**src/rtl/lzss_stream_decompressor_core_assert.svh**
```systemverilog
// Assertion macros shared by the LZSS decompressor RTL.
// No dependencies; included by the modules that carry assertions.
`ifndef LZSS_STREAM_DECOMPRESSOR_CORE_ASSERT_SVH
`define LZSS_STREAM_DECOMPRESSOR_CORE_ASSERT_SVH

`ifndef NO_ASSERTIONS
// Property must hold at every clock edge outside reset.
`define LZSSD_ASSERT(lbl, clk, rst_n, prop) \
  lbl: assert property (@(posedge clk) disable iff (!rst_n) (prop)) \
    else $error("lzssd assertion failed");
// Condition must never be true outside reset.
`define LZSSD_ASSERT_NEVER(lbl, clk, rst_n, cond) \
  lbl: assert property (@(posedge clk) disable iff (!rst_n) !(cond)) \
    else $error("lzssd forbidden condition seen");
`else
`define LZSSD_ASSERT(lbl, clk, rst_n, prop)
`define LZSSD_ASSERT_NEVER(lbl, clk, rst_n, cond)
`endif

`endif

```
**src/rtl/lzssd_pkg.sv**
```systemverilog
// Shared types and constants of the LZSS stream decompressor.
// No dependencies; used by front, command queue, back and top level.
package lzssd_pkg;

  localparam int unsigned CountW   = 18;
  localparam int unsigned WinAw    = 12;  // 4096-byte history window
  localparam int unsigned LenW     = 5;   // match length up to 18
  localparam int unsigned MinMatch = 3;
  localparam int unsigned CmdDepth = 4;
  localparam logic [CountW-1:0] LimitReset = 18'd196608;

  typedef enum logic [1:0] {
    KIND_DATA = 2'd0,
    KIND_OK   = 2'd1,
    KIND_ERR  = 2'd2
  } kind_e;

  typedef enum logic [1:0] {
    CMD_LIT,
    CMD_MATCH,
    CMD_END,
    CMD_ERR
  } cmd_op_e;

  typedef enum logic [1:0] {
    PH_FLAG,
    PH_TOK,
    PH_HI
  } phase_e;

  typedef enum logic [1:0] {
    B_IDLE,
    B_READ,
    B_COPY,
    B_STATUS
  } back_state_e;

  // Command from the token parser to the copy engine
  typedef struct packed {
    cmd_op_e    op;
    logic       term;      // stream ends after this token
    logic [7:0] data;      // literal byte
    logic [11:0] off_m1;   // match offset minus one
    logic [3:0] len_code;  // match length minus MinMatch
  } cmd_t;

endpackage

```
**src/rtl/lzssd_front.sv**
```systemverilog
// Token parser: flag bits, literal and match decode, limit and range checks.
// Depends on lzssd_pkg; feeds commands into lzssd_cmd_fifo.
module lzssd_front (
  input  logic                        clk_i,
  input  logic                        rst_ni,
  input  logic                        cfg_we_i,
  input  logic [lzssd_pkg::CountW-1:0] cfg_wdata_i,
  input  logic                        accept_i,
  input  logic [7:0]                  in_byte_i,
  input  logic                        in_last_i,
  output logic                        cmd_valid_o,
  output lzssd_pkg::cmd_t             cmd_o
);

  logic [lzssd_pkg::CountW-1:0] limit_q;
  logic [7:0]                   flag_q, flag_d;
  logic [3:0]                   pos_q, pos_d;
  logic [7:0]                   lo_q, lo_d;
  lzssd_pkg::phase_e            phase_q, phase_d;
  logic [lzssd_pkg::CountW-1:0] cnt_q, cnt_d;
  logic                         err_q, err_d;

  logic [12:0]                  offset;
  logic [lzssd_pkg::LenW-1:0]   len;
  logic [lzssd_pkg::CountW:0]   end_sum;
  logic                         tok_lit, tok_match, fail;

  // Match geometry from the low byte and the current high byte
  assign offset  = {1'b0, in_byte_i[7:4], lo_q} + 13'd1;
  assign len     = {1'b0, in_byte_i[3:0]} + lzssd_pkg::LenW'(lzssd_pkg::MinMatch);
  assign end_sum = {1'b0, cnt_q} + (lzssd_pkg::CountW+1)'(len);

  // Limit register
  always_ff @(posedge clk_i or negedge rst_ni) begin
    if (!rst_ni) begin
      limit_q <= lzssd_pkg::LimitReset;
    end else if (cfg_we_i) begin
      limit_q <= cfg_wdata_i;
    end
  end

  // Token state
  always_ff @(posedge clk_i or negedge rst_ni) begin
    if (!rst_ni) begin
      flag_q  <= '0;
      pos_q   <= 4'd8;
      lo_q    <= '0;
      phase_q <= lzssd_pkg::PH_FLAG;
      cnt_q   <= '0;
      err_q   <= 1'b0;
    end else begin
      flag_q  <= flag_d;
      pos_q   <= pos_d;
      lo_q    <= lo_d;
      phase_q <= phase_d;
      cnt_q   <= cnt_d;
      err_q   <= err_d;
    end
  end

  // Classify the accepted byte and build the command
  always_comb begin
    flag_d    = flag_q;
    pos_d     = pos_q;
    lo_d      = lo_q;
    phase_d   = phase_q;
    cnt_d     = cnt_q;
    err_d     = err_q;
    tok_lit   = 1'b0;
    tok_match = 1'b0;
    fail      = 1'b0;
    cmd_valid_o     = 1'b0;
    cmd_o.op        = lzssd_pkg::CMD_END;
    cmd_o.term      = in_last_i;
    cmd_o.data      = in_byte_i;
    cmd_o.off_m1    = {in_byte_i[7:4], lo_q};
    cmd_o.len_code  = in_byte_i[3:0];

    if (accept_i) begin
      if (err_q) begin
        // discard until end of stream
        if (in_last_i) begin
          flag_d  = '0;
          pos_d   = 4'd8;
          lo_d    = '0;
          phase_d = lzssd_pkg::PH_FLAG;
          cnt_d   = '0;
          err_d   = 1'b0;
        end
      end else begin
        priority if (phase_q == lzssd_pkg::PH_FLAG || pos_q >= 4'd8) begin
          flag_d  = in_byte_i;
          pos_d   = 4'd0;
          phase_d = lzssd_pkg::PH_TOK;
        end else if (phase_q == lzssd_pkg::PH_TOK) begin
          if (!flag_q[pos_q[2:0]]) begin
            if (cnt_q >= limit_q) begin
              fail = 1'b1;
            end else begin
              tok_lit = 1'b1;
              cnt_d   = cnt_q + 1'b1;
            end
          end else begin
            lo_d    = in_byte_i;
            phase_d = lzssd_pkg::PH_HI;
          end
        end else begin
          if (cnt_q < lzssd_pkg::CountW'(offset) || end_sum > {1'b0, limit_q}) begin
            fail = 1'b1;
          end else begin
            tok_match = 1'b1;
            cnt_d     = end_sum[lzssd_pkg::CountW-1:0];
          end
        end

        // next flag bit after a finished token
        if (tok_lit || tok_match) begin
          pos_d   = pos_q + 4'd1;
          phase_d = (pos_q + 4'd1 >= 4'd8) ? lzssd_pkg::PH_FLAG : lzssd_pkg::PH_TOK;
          if (pos_q + 4'd1 >= 4'd8) begin
            pos_d = 4'd8;
          end
        end

        if (fail) begin
          cmd_valid_o = 1'b1;
          cmd_o.op    = lzssd_pkg::CMD_ERR;
          flag_d      = '0;
          pos_d       = 4'd8;
          lo_d        = '0;
          phase_d     = lzssd_pkg::PH_FLAG;
          cnt_d       = '0;
          err_d       = !in_last_i;
        end else begin
          cmd_valid_o = tok_lit || tok_match || in_last_i;
          if (tok_lit) begin
            cmd_o.op = lzssd_pkg::CMD_LIT;
          end else if (tok_match) begin
            cmd_o.op = lzssd_pkg::CMD_MATCH;
          end
          if (in_last_i) begin
            flag_d  = '0;
            pos_d   = 4'd8;
            lo_d    = '0;
            phase_d = lzssd_pkg::PH_FLAG;
            cnt_d   = '0;
          end
        end
      end
    end
  end

endmodule

```
**config.mk**
```make
export PLATFORM = sky130hd
export DESIGN_NAME = lzssd_front
export DESIGN_NICKNAME = d
export VERILOG_FILES = /design/src/rtl/lzss_stream_decompressor_core_assert.svh /design/src/rtl/lzssd_pkg.sv /design/src/rtl/lzssd_front.sv
export SDC_FILE = /design/constraint.sdc
export NUM_CORES = 1
export LEC_CHECK = 0
export ABC_AREA = 1
export BUFFER_PORTS_ARGS = -buffer_cell sky130_fd_sc_hd__buf_2
export CAP_MARGIN = 20
export CORE_UTILIZATION = 54
export DETAILED_ROUTE_END_ITERATION = 7
export PLACE_DENSITY = 0.78
export SLEW_MARGIN = 20
export SYNTH_ARGS = -nofsm -noshare
export SYNTH_HDL_FRONTEND = slang
export SYNTH_SLANG_ARGS = --single-unit
```
**constraint.sdc**
```tcl
create_clock -name clk_i -period 4.52 [get_ports clk_i]
set_input_delay 0.904 -clock clk_i [delete_from_list [all_inputs] [get_ports clk_i]]
set_output_delay 0.904 -clock clk_i [all_outputs]
set_load 0.005 [all_outputs]
```
==> metrics.md <==
| Metric | Value |
|---|---|
| Outcome | finished with violations |
| Failing checks | setup timing |
| Synth Area in Compound Gates | 11.4% |
| Max Cap Violations | 0 |
| Initial antenna violation count | 0 |
| Worst path bufs/invs | 7 |
| I/O pin count | 59 |
| Routed WL | 15.1 mm |
| Clk root buf | clkbuf_8 |
| Worst Setup End Kind | primary output |
| Worst VDD drop | 0.000620 V |
| Remaining Overflow, GRT | 0 |
| TritonRoute pass-1 iters | 6 |
| Cell Pwr Density | 602 mW/mm2 |
| XOR/XNOR share of the synthesized area | 3.68% |
| Crit Path Max Fanout | 3 |
| Signal arrival time at the worst endpoint | 4.10 ns |
| Drt first-iter violations | 371 |
| Cells after synthesis | 745 |
| Worst setup SP type | primary input |
| H-tree levels | 3 |
| Post-DP HPWL | 10.9 mm |
| Mux contribution to synthesized area | 0.215% |
| Asr flop ratio synth | 100% |
| Clk buf depth | 2 |
| Final Power | 3.82 mW |
| DRC Markers | 0 |
| Count leader, synth | nand2_1 |
| Number of synthesized register bits | 59 |
| Largest delay contributor family on the critical path | adder cells |
| Largest net degree at the start of global routing | 37 |
| Largest family of logic cells by synthesized area | simple AND/OR/NAND/NOR gates |
| Crit-path max cell delay | 0.40 ns |
| Post-synthesis net count | 837 |
| Largest cells by area after synthesis | dfrtp_1 (27%), ha_1 (14%), nand2_1 (14%), inv_1 (6.7%), nand3_1 (5.2%) |
| Setup WS post-layout | -0.482 ns |
| Leakage | 3.38 nW |
| Area grow syn2layout | 21.1% |
| RSZ-0062 raised after global routing | yes |
| Area leader, netlist | dfrtp_1 |
| Post-synth EDFFs | 0 |
| Fin util | 68.1% |
| Synth Area in Simple Gates | 30.4% |
| Fmax | 0.200 GHz |
| Fin cells | 970 |
| Setup_tns | -0.859 ns |
| Most used DFF post-synth | dfrtp_1 |
| Slowest CP cell | fa_2 |
| Vias per cell | 5.58 |
| Seq/Total Area, Yosys | 28.2% |
| Final min period | 5.00 ns |
| Die H | 101 um |
| IO buf count | 58 |
| Core ar. | 0.00933 mm2 |
| Req. time, crit path | 3.62 ns |
| Final Cycle Share | 111% |
| Clock Skew | 0.0114 ns |
| Detailed-route via count | 5417 |
| Top-area cell type share of the netlist area | 26.7% |
| Clk sinks | 59 |
| Share of cells above drive strength 1 | 22.5% |
| Die area | 0.0101 mm2 |
| Mapped Avg Cell Area | 7.04 um2 |
| Setup slack at placement | -0.540 ns |
| Worst Hold Class | reg -> reg |
| Routability cong. | 0.976 |
| Starting Density | 56.2% |
| Most instantiated cells after synthesis | nand2_1 (196), inv_1 (94), nor2_1 (62) |
| Antenna Nets Post-Route | 0 |
| Drt wl/cell | 15.6 um |
| Final setup vio count | 2 |
| First-pass GRT wire length | 24.7 mm |
| TritonCTS Buffers | 9 |
| Yosys warnings | 0 |
| Reg clk slew, reported paths | 0.08 ns |
| GRT Overall Usage | 31.4% |
| Placed Cells | 946 |
| CP Class | in -> out |
| Slew @ Worst Pin | 0.837 ns |
| Rel. slew slack | 44.0% |
| Count of different cell masters after synthesis | 49 |
| Final net count | 928 |
| Worst skew pair latency | 0.36 ns |
| Cell Area, Synth | 0.00524 mm2 |
| Rows | 35 |
| Final Max Tran Viols | 0 |
| Final hold vios | 0 |
| CTS Hold Bufs | 0 |
| DIE WIDTH | 101 um |
| Via count of the first global-routing pass | 5389 |
| CTS tree | built |
| Ant. Diodes | 0 |
| Adder-Cell Fraction of Synth Area | 14.7% |
-- power by group --
part	switching, mW	internal [mW]
Sequential	0.210	0.678
Clock	0.248	0.314
Combinational	1.41	0.968
-- stage by stage --
stage	area [um2]	hold WS (ns)
final	6350	0.488
after global routing	6350	0.511
after CTS	6270	0.488
after detailed placement	5910	0.464
after global placement	5910	0.461
after floorplan	5320	0.444
-- path summary, 6_finish.rpt --
check                        startpoint           to  slack [ns]  cells after the start
max                        in_byte_i[1]    cmd_o[26]       -0.48                     26
min                           flag_q[4]    flag_q[4]        0.49                      2
max in group asynchronous        rst_ni     pos_q[3]        3.06                      2
min in group asynchronous        rst_ni  limit_q[10]        0.53                      1
max reg2reg                    cnt_q[1]     cnt_q[4]        0.48                     28
min reg2reg                   flag_q[4]    flag_q[4]        0.49                      2
-- worst min-delay path, stage by stage, from the launching register on --
cell and delay [ns]:
dfrtp_1 0.35, nand2_1 0.05, nand2_1 0.06
-- flip-flops by register name, indices dropped and copies added, names as in the netlist --
register and cells:
cnt_q 18, err_q 1, flag_q 8, limit_q 18, lo_q 8, phase_q 2
pos_q 4
-- area by class of cell --
cell class / count / area (um2)
inverters: 99 / 385
well taps: 129 / 161
clock buffers: 9 / 124
fillers: 776 / 2980
clock inverters: 7 / 101
flip-flops and latches: 59 / 1480
repair buffers: 113 / 734
multi-input cells: 554 / 3360
-- what timing repair did --
action | 4_1_cts | 5_1_grt
resized for setup | 18 | 13
pin swaps | 22 | 18
setup buffers | 5 | 3
setup endpoints to repair | 2 | 8
-- kinds of logic (layout without fill, tap and decap cells) --
kind of cell | Yosys count | count (layout)
buf+inv | 132 | 228
xor+xnor | 22 | 22
simple gates | 362 | 362
mux | 1 | 1
flops | 59 | 59
fa+ha+maj | 61 | 61
compound gates | 108 | 108
-- metal layers --
| metal | GRT usage, % | part of all wire (%) | up-vias |
|---|---|---|---|
| met1 | 36.3 | 40 | 2528 |
| met5 | 0 | 0 | - |
| li1 | - | - | 2605 |
| met3 | 4.85 | 5.5 | 66 |
| met2 | 55.5 | 51 | 218 |
| met4 | 17.2 | 4.2 | 0 |
-- layout by cell type, fill, tap and decap left out, types with 3 or more instances in the layout --
cell / instances
nor2_1: 59
nand3_1: 54
o22ai_1: 3
a21oi_1: 25
inv_2: 6
nand4_1: 20
xnor2_1: 3
or2_2: 3
xor2_1: 17
ha_1: 54
inv_1: 90
nor2_2: 3
nand3_4: 3
buf_2: 57
o21a_1: 3
dfstp_2: 3
dfrtp_1: 56
buf_4: 53
o21ai_1: 17
o21ai_0: 45
nand2_1: 188
clkbuf_8: 9
nand2_2: 13
ha_4: 6
nor3_1: 6
No activity file was read; power rests on OpenSTA's default activity.
