### src/rtl/lzss_stream_decompressor_core_assert.svh
// Assertion macros shared by the LZSS decompressor RTL.
// No dependencies; included by the modules that carry assertions.
`ifndef LZSS_STREAM_DECOMPRESSOR_CORE_ASSERT_SVH
`define LZSS_STREAM_DECOMPRESSOR_CORE_ASSERT_SVH

`ifndef NO_ASSERTIONS
// Property must hold at every clock edge outside reset.
`define LZSSD_ASSERT(lbl, clk, rst_n, prop) \
  lbl: assert property (@(posedge clk) disable iff (!rst_n) (prop)) \
    else $error("lzssd assertion failed");
// Condition must never be true outside reset.
`define LZSSD_ASSERT_NEVER(lbl, clk, rst_n, cond) \
  lbl: assert property (@(posedge clk) disable iff (!rst_n) !(cond)) \
    else $error("lzssd forbidden condition seen");
`else
`define LZSSD_ASSERT(lbl, clk, rst_n, prop)
`define LZSSD_ASSERT_NEVER(lbl, clk, rst_n, cond)
`endif

`endif

### src/rtl/lzssd_pkg.sv
// Shared types and constants of the LZSS stream decompressor.
// No dependencies; used by front, command queue, back and top level.
package lzssd_pkg;

  localparam int unsigned CountW   = 18;
  localparam int unsigned WinAw    = 12;  // 4096-byte history window
  localparam int unsigned LenW     = 5;   // match length up to 18
  localparam int unsigned MinMatch = 3;
  localparam int unsigned CmdDepth = 4;
  localparam logic [CountW-1:0] LimitReset = 18'd196608;

  typedef enum logic [1:0] {
    KIND_DATA = 2'd0,
    KIND_OK   = 2'd1,
    KIND_ERR  = 2'd2
  } kind_e;

  typedef enum logic [1:0] {
    CMD_LIT,
    CMD_MATCH,
    CMD_END,
    CMD_ERR
  } cmd_op_e;

  typedef enum logic [1:0] {
    PH_FLAG,
    PH_TOK,
    PH_HI
  } phase_e;

  typedef enum logic [1:0] {
    B_IDLE,
    B_READ,
    B_COPY,
    B_STATUS
  } back_state_e;

  // Command from the token parser to the copy engine
  typedef struct packed {
    cmd_op_e    op;
    logic       term;      // stream ends after this token
    logic [7:0] data;      // literal byte
    logic [11:0] off_m1;   // match offset minus one
    logic [3:0] len_code;  // match length minus MinMatch
  } cmd_t;

endpackage

### src/rtl/lzssd_cmd_fifo.sv
// Short command queue between the token parser and the copy engine.
// Depends on lzssd_pkg for the command type and depth.
`include "lzss_stream_decompressor_core_assert.svh"

module lzssd_cmd_fifo (
  input  logic            clk_i,
  input  logic            rst_ni,
  input  logic            push_i,
  input  lzssd_pkg::cmd_t push_data_i,
  output logic            full_o,
  input  logic            pop_i,
  output logic            empty_o,
  output lzssd_pkg::cmd_t pop_data_o
);

  localparam int unsigned PtrW = $clog2(lzssd_pkg::CmdDepth);
  localparam int unsigned CntW = $clog2(lzssd_pkg::CmdDepth + 1);

  lzssd_pkg::cmd_t slots_q [lzssd_pkg::CmdDepth];
  logic [PtrW-1:0] wr_ptr_q, rd_ptr_q;
  logic [CntW-1:0] fill_q;
  logic            do_push, do_pop;

  assign full_o     = (fill_q == CntW'(lzssd_pkg::CmdDepth));
  assign empty_o    = (fill_q == '0);
  assign do_push    = push_i && !full_o;
  assign do_pop     = pop_i && !empty_o;
  assign pop_data_o = slots_q[rd_ptr_q];

  // Pointers and fill level
  always_ff @(posedge clk_i or negedge rst_ni) begin
    if (!rst_ni) begin
      wr_ptr_q <= '0;
      rd_ptr_q <= '0;
      fill_q   <= '0;
    end else begin
      if (do_push) wr_ptr_q <= wr_ptr_q + 1'b1;
      if (do_pop)  rd_ptr_q <= rd_ptr_q + 1'b1;
      if (do_push && !do_pop) begin
        fill_q <= fill_q + 1'b1;
      end else if (do_pop && !do_push) begin
        fill_q <= fill_q - 1'b1;
      end
    end
  end

  // Slot storage
  always_ff @(posedge clk_i) begin
    if (do_push) slots_q[wr_ptr_q] <= push_data_i;
  end

  `LZSSD_ASSERT_NEVER(a_fill_range, clk_i, rst_ni, fill_q > CntW'(lzssd_pkg::CmdDepth))
  `LZSSD_ASSERT(a_fill_step, clk_i, rst_ni,
                (do_push && !do_pop) |=> fill_q == $past(fill_q) + 1'b1)

endmodule

### config.mk
export PLATFORM = sky130hd
export DESIGN_NAME = lzssd_cmd_fifo
export DESIGN_NICKNAME = d
export VERILOG_FILES = /design/src/rtl/lzssd_pkg.sv /design/src/rtl/lzssd_cmd_fifo.sv
export VERILOG_INCLUDE_DIRS = /design/src /design/src/rtl
export SDC_FILE = /design/constraint.sdc
export NUM_CORES = 1
export LEC_CHECK = 0
export BUFFER_PORTS_ARGS = -buffer_cell sky130_fd_sc_hd__clkbuf_2
export CORE_MARGIN = 1.5
export CORE_UTILIZATION = 51
export CTS_CLUSTER_SIZE = 28
export DETAILED_ROUTE_END_ITERATION = 16
export PLACE_DENSITY_LB_ADDON = 0.3
export REMOVE_ABC_BUFFERS = 1
export SETUP_SLACK_MARGIN = 0.5
export SYNTH_ARGS = -nofsm -noshare
export SYNTH_HDL_FRONTEND = slang
export SYNTH_SLANG_ARGS = --single-unit
### constraint.sdc
create_clock -name clk_i -period 2 [get_ports clk_i]
set_input_delay 0.3 -clock clk_i [delete_from_list [all_inputs] [get_ports clk_i]]
set_output_delay 0.3 -clock clk_i [all_outputs]
set_load 0.02 [all_outputs]
==> flow_summary.toml, run 1 <==
[timing]
min_period_over_period = 1.10
fin_setup_tns_ns = -4.10
whs_ns = 0.00879
worst_pin_slew_ns = 0.292
max_slew_margin = 0.805
max_freq_ghz = 0.456
worst_slack_ns = -0.192
rsz0062_at_grt = "yes"
drv_slew = 0
hold_viol_final = 0
clock_skew_ns = 0.00555
setup_viol = 27
min_period_ns = 2.19

[yosys]
yosys_warnings = 0
synth_top_cell_by_area = "edfxtp_1"
ys_ff_latch = 115
synth_area_sq_um = 4330
synth_cells = 177
synth_top_area_frac = 0.749
synth.lib_cells_used.distinct = 22
synth_area_leaders = "edfxtp_1, mux4_2, dfrtp_1"
synth_seq_area_share = 0.790
avgSynthCellArea_sq_um = 24.5

[global_route]
grt.total_usage = 0.220
grt_overflow_total = 0
grt_pass1_vias = 2353
antenna_found_initial = 0
grt_max_degree = 18
grt_pass1_wl_um = 13400

[final_layout]
seqCellArea_sq_um = 3420
drive_above_1_share = 0.559
n_fill_cell = 430
final_cell_mix = "edfxtp_1, buf_6, clkbuf_2"
multi_input_area_sq_um = 895
area_growth_pct = 44.6
fin_util = 0.762
antennaDiodeCount = 0
nets = 335
final_common_cell = "edfxtp_1"

[detailed_routing]
avgViaCountPerCell = 5.38
drc = 0
ant_nets = 0
post_drt_wl_per_cell_um = 21.7
vias = 2240
drtPass1Iterations = 4
wl_um = 9040
drt-initial-drc-count = 97

[worst_hold_path]
hold_end = "slots_q[2][4]"
hold_path_depth = 1
hold_path.startpoint = "push_data_i[4]"
hold_class = "primary input to flip-flop"

[clocking]
path_clk_slew_ns = 0.06
cts_buffers = 17
cts_buffer_depth = 2
cts_tree = "yes"
cts_root_buffer = "clkbuf_8"
worstSkewPairLatency_ns = 0.51
cts_htree_levels = 4
cts.sinks = 115

[worst_setup_path]
worst_ep_required_time_ns = 1.70
ff2ff_setup_slack_ns = 0.09
worstSetupEndpointType = "primary output"
criticalPathCategory = "flip-flop to primary output"
reg2reg_to = "fill_q[2]"
rr_worst_depth = 8
cp_data_arrival_time_ns = 1.89
worstSetupStartpointType = "flip-flop"
crit_fanout = 7
rr_startpoint = "fill_q[0]"

[placed_design]
io_buffers = 59
place.gp.congestion = 0.776
dp_hpwl_um = 4480
place_ws_ns = -0.0225

[floorplanning]
pin_count = 60
core-area_sq_um = 8220
fp.dieW_um = 95.1
rows = 33
initial_core_util = 0.527
die_h_um = 95.1
die_area_sq_um = 9050

[flow_run]
maxCapViolCount = 0

[power_and_ir_drop]
power_density_nw_per_um2 = 1720
ir_drop_mv = 1.05
leakagePower_nw = 2.33

[outcome]
violations = "negative setup slack"
outcome = "complete, but fails checks"
[routing by layer]
metal  vias to the layer above  wire length [um]  global-route usage
met3                        18               400              0.0654
li1                        983                 -                   -
met5                         -                 0                   0
met4                         0               187              0.0759
met2                        66              4860               0.391
met1                      1173              3600               0.253
[layout make-up]
cell class	count	share of cell area
Timing Repair Buffer	109	0.189
Sequential cell	115	0.546
Inverter	4	0.00280
Clock buffer	20	0.0680
Tap cell	105	0.0210
Clock inverter	12	0.0298
Multi-Input combinational cell	51	0.143
[worst max path at each step]
| stage | start | to | slack (ns) | cells past startpoint |
|---|---|---|---|---|
| 2_1_floorplan | rd_ptr_q[0] | pop_data_o[21] | -0.34 | 1 |
| 3_3_place_gp | fill_q[0] | fill_q[2] | 0.06 | 8 |
| 3_5_place_dp | fill_q[0] | fill_q[2] | -0.02 | 8 |
| 4_1_cts | rd_ptr_q[0] | pop_data_o[0] | -0.16 | 4 |
| 5_1_grt | rd_ptr_q[0] | pop_data_o[13] | -0.23 | 4 |
| 6_report | rd_ptr_q[0] | pop_data_o[13] | -0.19 | 4 |
[where the power goes]
group | switching, mW | leakage, nW | internal [mW]
combinational | 1.91 | 0.968 | 2.36
sequential | 0.173 | 1.07 | 3.21
clock | 0.988 | 0.291 | 2.13
total | 3.07 | 2.33 | 7.70
[state kept, by name, summed over array words and instances (netlist names)]
signal	cells
fill_q	3
wr_ptr_q	2
rd_ptr_q	2
slots_q	108
[per-stage QoR]
step	instance area, sq um	total power, mW	instances
after floorplan	4270	5.15	170
after detailed placement	4840	6.15	352
after global placement	4840	6.10	352
final	6260	10.8	416
after CTS	6070	10.2	412
after global routing	6260	11.1	416
[worst max-delay path, stage by stage, from the launching register on]
cell and delay (ns):
dfrtp_2 0.42, buf_12 0.13, buf_12 0.13, mux4_2 0.54, buf_6 0.16
[logic make-up after synthesis]
logic type	count (synthesis)	share of synthesized area
flops	115	0.790
mux	29	0.147
buf+inv	11	0.0171
simple gates	10	0.0145
xor+xnor	6	0.0121
fa+ha+maj	6	0.0191
[Yosys cell counts (all sizes together)]
cell type,n
fa,1
inv,4
xor2,2
and2,4
nor2,1
dfrtp,7
or3,1
ha,5
edfxtp,108
nor3b,1
xnor2,4
nand3,1
nand2,1
nor2b,1
buf,7
mux2,2
mux4,27
[repair_timing]
action                                 4_1_cts  5_1_grt
hold buffers                                 4        0
gates cloned                                 9        0
gates resized for setup                     67       71
setup endpoints to repair                  139      141
endpoints found under the hold margin       16        0
setup buffers                               15        4
pin swaps                                    9        2
Power figures use the tool's default switching activity.
==> run 2: changes to the inputs <==
--- a/config.mk
+++ b/config.mk
@@ -14,6 +14,7 @@
 export PLACE_DENSITY_LB_ADDON = 0.3
 export REMOVE_ABC_BUFFERS = 1
 export SETUP_SLACK_MARGIN = 0.5
+export SKIP_LAST_GASP = 1
 export SYNTH_ARGS = -nofsm -noshare
 export SYNTH_HDL_FRONTEND = slang
 export SYNTH_SLANG_ARGS = --single-unit
==> run 2 against run 1 <==
Compared with the run above: the flow still finishes with violations (negative setup slack); setup slack is essentially flat; via count grew 0.67%; power grew 0.24%.
==> flow_summary.toml, run 2 (same netlist as run 1, synthesis figures left out) <==
[detailed_routing]
post_drt_wl_per_cell_um = 22.6
drc = 0
vias = 2255
drt-initial-drc-count = 141
wl_um = 9380
avgViaCountPerCell = 5.42
drtPass1Iterations = 4
ant_nets = 0

[placed_design]
dp.cells = 352
dp_hpwl_um = 4480
io_buffers = 59
place.gp.congestion = 0.776

[final_layout]
antennaDiodeCount = 0
nets = 335
area_growth_pct = 44.5
finalNonFillerCells = 416
largest_register = "slots_q"
reg_top3 = "slots_q x108, fill_q x3"
largest_reg_flops = 108
final_common_cell = "edfxtp_1"
drive_above_1_share = 0.556
final_cell_mix = "edfxtp_1, clkbuf_2, buf_6"
n_fill_cell = 430

[worst_setup_path]
reg2reg_to = "fill_q[2]"
rr_worst_depth = 8
ff2ff_setup_slack_ns = 0.09
crit_fanout = 7
criticalPathCategory = "flip-flop to primary output"
worstSetupStartpointType = "flip-flop"
cp_data_arrival_time_ns = 1.89
worst_ep_required_time_ns = 1.70
rr_startpoint = "fill_q[0]"
worstSetupEndpointType = "primary output"

[floorplanning]
die_h_um = 95.1
initial_core_util = 0.527
fp.dieW_um = 95.1
core-area_sq_um = 8220
rows = 33
die_area_sq_um = 9050
pin_count = 60

[power_and_ir_drop]
leakagePower_nw = 2.33
total_power_mw = 10.8
ir_drop_mv = 1.13
power_density_nw_per_um2 = 1730

[global_route]
grt_overflow_total = 0
grt_pass1_vias = 2355
grt_use_met2 = 0.379
met3_usage = 0.0550
grt_pass1_wl_um = 13400
grt_use_met1 = 0.256
grt.total_usage = 0.221
grt_max_degree = 18
grt_busiest_layer = "met2"
antenna_found_initial = 0

[clocking]
path_clk_slew_ns = 0.05
cts_buffers = 17
cts_tree = "yes"
cts_buffer_depth = 2
cts.sinks = 115
worstSkewPairLatency_ns = 0.51
cts_root_buffer = "clkbuf_8"
cts_htree_levels = 4

[worst_hold_path]
hold_path_depth = 1
hold_path.startpoint = "push_data_i[14]"
hold_class = "primary input to flip-flop"
hold_end = "slots_q[1][14]"

[outcome]
violations = "negative setup slack"
outcome = "complete, but fails checks"

[timing]
min_period_ns = 2.19
max_slew_margin = 0.805
fin_setup_tns_ns = -4.18
rsz0062_at_grt = "yes"
max_freq_ghz = 0.456
min_period_over_period = 1.10
worst_slack_ns = -0.192
drv_slew = 0
setup_viol = 27
hold_viol_final = 0
worst_pin_slew_ns = 0.293
clock_skew_ns = 0.00523

[flow_run]
maxCapViolCount = 0
run 2: cell count changes in the layout (fill, tap and decap cells not counted), sizes merged:
cell,change
buf,-1
dlygate4sd3,+1
run 2: metrics by stage:
stage / util / worst slack (ns) / hold WS (ns) / cell area, sq um
after global placement: 0.590 / 0.0610 / 0.147 / 4840
after detailed placement: 0.590 / -0.0225 / 0.150 / 4840
after CTS: 0.739 / -0.163 / 0.0000524 / 6070
final: 0.761 / -0.192 / 0.0103 / 6250
after global routing: 0.761 / -0.235 / -0.00147 / 6250
after floorplan: - / -0.339 / 0.00441 / 4270
run 2: timing repair:
item / 4_1_cts / 5_1_grt
hold buffers: 4 / 1
hold endpoints to repair: 16 / 2
endpoints found under the setup margin: 139 / 141
resized for setup: 66 / 70
pin swaps: 9 / 2
buffers inserted: 15 / 3
cloned: 9 / 0
run 2: area by class of cell:
| cell class | count | area, sq um | share of cell area |
|---|---|---|---|
| repair buffers | 109 | 1180 | 0.188 |
| flip-flops and latches | 115 | 3420 | 0.547 |
| inverters | 4 | 17.5 | 0.00280 |
| clock buffers | 20 | 425 | 0.0680 |
| well taps | 105 | 131 | 0.0210 |
| multi-input cells | 51 | 895 | 0.143 |
| clock inverters | 12 | 186 | 0.0298 |
run 2: critical path: stages (launching register included):
cell	delay (ns)
dfrtp_2	0.41
buf_12	0.13
buf_12	0.14
mux4_2	0.54
buf_6	0.16
run 2: where the power goes:
group          switching [mW]  internal [mW]  leakage (nW)  total [mW]
combinational            1.93           2.35         0.965        4.27
clock                    1.00           2.13         0.291        3.13
sequential              0.179           3.21          1.07        3.39
total                    3.11           7.68          2.33        10.8
run 2: worst max path at each step:
stage | start | end | cells after the start
floorplan | rd_ptr_q[0] | pop_data_o[21] | 1
detailed placement | fill_q[0] | fill_q[2] | 8
global placement | fill_q[0] | fill_q[2] | 8
global route | rd_ptr_q[0] | pop_data_o[13] | 4
finish | rd_ptr_q[0] | pop_data_o[13] | 4
CTS | rd_ptr_q[0] | pop_data_o[0] | 4
run 2: metal layers:
metal	up-vias	wire length (um)
met5	-	0
met4	0	173
met3	15	388
met2	75	5250
met1	1179	3570
li1	986	-
==> run 3: changes to the inputs <==
--- a/config.mk
+++ b/config.mk
@@ -11,9 +11,9 @@
 export CORE_UTILIZATION = 51
 export CTS_CLUSTER_SIZE = 28
 export DETAILED_ROUTE_END_ITERATION = 16
+export GPL_TIMING_DRIVEN = 0
 export PLACE_DENSITY_LB_ADDON = 0.3
 export REMOVE_ABC_BUFFERS = 1
-export SETUP_SLACK_MARGIN = 0.5
 export SKIP_LAST_GASP = 1
 export SYNTH_ARGS = -nofsm -noshare
 export SYNTH_HDL_FRONTEND = slang
==> run 3 against run 2 <==
Compared with the run above: the flow still finishes with violations (negative setup slack); global-route usage shrank 3.5 points; register-to-register slack lost 0.11 ns; combinational power shrank 21%; cell area shrank 8.8%; setup slack gained 0.028 ns; maximum frequency grew 1.3%; non-clock buffer count shrank 24; power shrank 13%; via count shrank 7.7%; clock power shrank 19%; count of clock-buffer cells in the layout is the same; largest cell class unchanged.
==> flow_summary.toml, run 3 (same netlist as run 1, synthesis figures left out) <==
[placed_design]
post_dp_cell_area_sq_um = 4720
place_ws_ns = -0.223
dp_hpwl_um = 4020
place.gp.congestion = 0.683
io_buffers = 59
dp.cells = 335

[timing]
rsz0062_at_grt = "yes"
min_period_ns = 2.16
drv_slew = 0
setup_viol = 29
hold_viol_final = 0
worst_slack_ns = -0.163
min_period_over_period = 1.08
max_slew_margin = 0.481
worst_pin_slew_ns = 0.779
clock_skew_ns = 0.00638
max_freq_ghz = 0.462

[worst_setup_path]
worst_ep_required_time_ns = 1.70
cp_cell_sequence = "buf_12 > mux4_2 > buf_8"
worstSetupEndpointType = "primary output"
worstSetupStartpointType = "flip-flop"
critPathMaxStageDelay_ns = 0.54
rr_worst_depth = 8
crit_fanout = 8
cp_top_family = "multiplexers"
path_buf_inv = 2
critPathSlowestCell = "mux4_2"
crit_cells = 3
cp_data_arrival_time_ns = 1.86
criticalPathCategory = "flip-flop to primary output"

[detailed_routing]
drc = 0
post_drt_wl_per_cell_um = 20.1
wl_um = 7850
avgViaCountPerCell = 5.34
drtPass1Iterations = 4
drt-initial-drc-count = 102
vias = 2081
ant_nets = 0

[clocking]
cts_tree = "yes"
cts_htree_levels = 4
cts_root_buffer = "clkbuf_8"
cts_buffer_depth = 2
cts_buffers = 17
cts.sinks = 115
worstSkewPairLatency_ns = 0.51
path_clk_slew_ns = 0.05

[global_route]
grt_max_degree = 29
antenna_found_initial = 0
grt.total_usage = 0.186
grt_pass1_wl_um = 11300
grt_overflow_total = 0
grt_pass1_vias = 2122

[outcome]
outcome = "complete, but fails checks"
violations = "negative setup slack"

[floorplanning]
rows = 33
die_area_sq_um = 9050
pin_count = 60
initial_core_util = 0.527
die_h_um = 95.1
fp.dieW_um = 95.1
core-area_sq_um = 8220

[power_and_ir_drop]
ir_drop_mv = 1.16
power_density_nw_per_um2 = 1660
leakagePower_nw = 2.07

[final_layout]
n_fill_cell = 510
drive_above_1_share = 0.491
nets = 311
area_growth_pct = 31.7
final_cell_mix = "edfxtp_1, clkbuf_2, mux4_2, buf_6, clkbuf_16"
multi_input_area_sq_um = 882
antennaDiodeCount = 0
seqCellArea_sq_um = 3430
finalNonFillerCells = 390
final_common_cell = "edfxtp_1"
largest_reg_flops = 108
largest_register = "slots_q"
reg_top3 = "slots_q x108, fill_q x3"
design_area_sq_um = 5700

[flow_run]
maxCapViolCount = 0

[worst_hold_path]
hold_path_depth = 1
hold_class = "primary input to flip-flop"
run 3: changes by cell type in the layout (fill, tap and decap cells not counted), sizes merged:
cell,delta
buf,-29
dlygate4sd3,+5
bufinv,-4
clkinv,+4
clkinvlp,-2
run 3: metrics by stage:
stage	hold slack, ns	utilization	TNS (ns)	power (mW)
2_1_floorplan	0.00441	-	-12.23	5.15
3_3_place_gp	0.144	0.571	-92.57	5.91
3_5_place_dp	0.151	0.575	-22.42	6.00
4_1_cts	0.000631	0.661	-4.16	8.88
5_1_grt	0.000622	0.694	-5.17	9.83
6_report	0.0147	0.694	-3.65	9.44
run 3: metal layers:
metal  vias to the layer above  routed length, um  track usage
met5                         -                  0            0
met4                         0                181       0.0970
met3                        15                385       0.0646
met2                        63               4020        0.293
met1                      1068               3270        0.227
li1                        935                  -            -
run 3: final timing paths:
path                                 from        endpoint  slack [ns]
setup / recovery              rd_ptr_q[0]  pop_data_o[21]       -0.16
hold / removal             push_data_i[9]   slots_q[2][9]        0.01
setup reg to reg                fill_q[2]       fill_q[2]       -0.02
hold reg to reg                 fill_q[2]       fill_q[2]        0.53
max in group asynchronous          rst_ni     rd_ptr_q[1]        1.64
min in group asynchronous          rst_ni       fill_q[2]        0.17
run 3: area by class of cell:
| type | count | area share |
|---|---|---|
| Tap cell | 105 | 0.0230 |
| Inverter | 4 | 0.00263 |
| Clock buffer | 20 | 0.0746 |
| Timing Repair Buffer | 85 | 0.132 |
| Sequential cell | 115 | 0.601 |
| Clock inverter | 10 | 0.0121 |
| Multi-Input combinational cell | 51 | 0.155 |
run 3: where the power goes:
part           internal [mW]  leakage [nW]  total, mW  switching (mW)
Clock                   1.59         0.246       2.53           0.936
Sequential              3.23          1.07       3.53           0.303
Combinational           1.82         0.756       3.38            1.56
run 3: repair_timing:
action,CTS,global route
setup endpoints to repair,137,83
buffers inserted,8,6
pin swaps,2,6
cloned,1,0
hold buffers,5,5
gates resized for setup,24,81
hold endpoints to repair,21,20
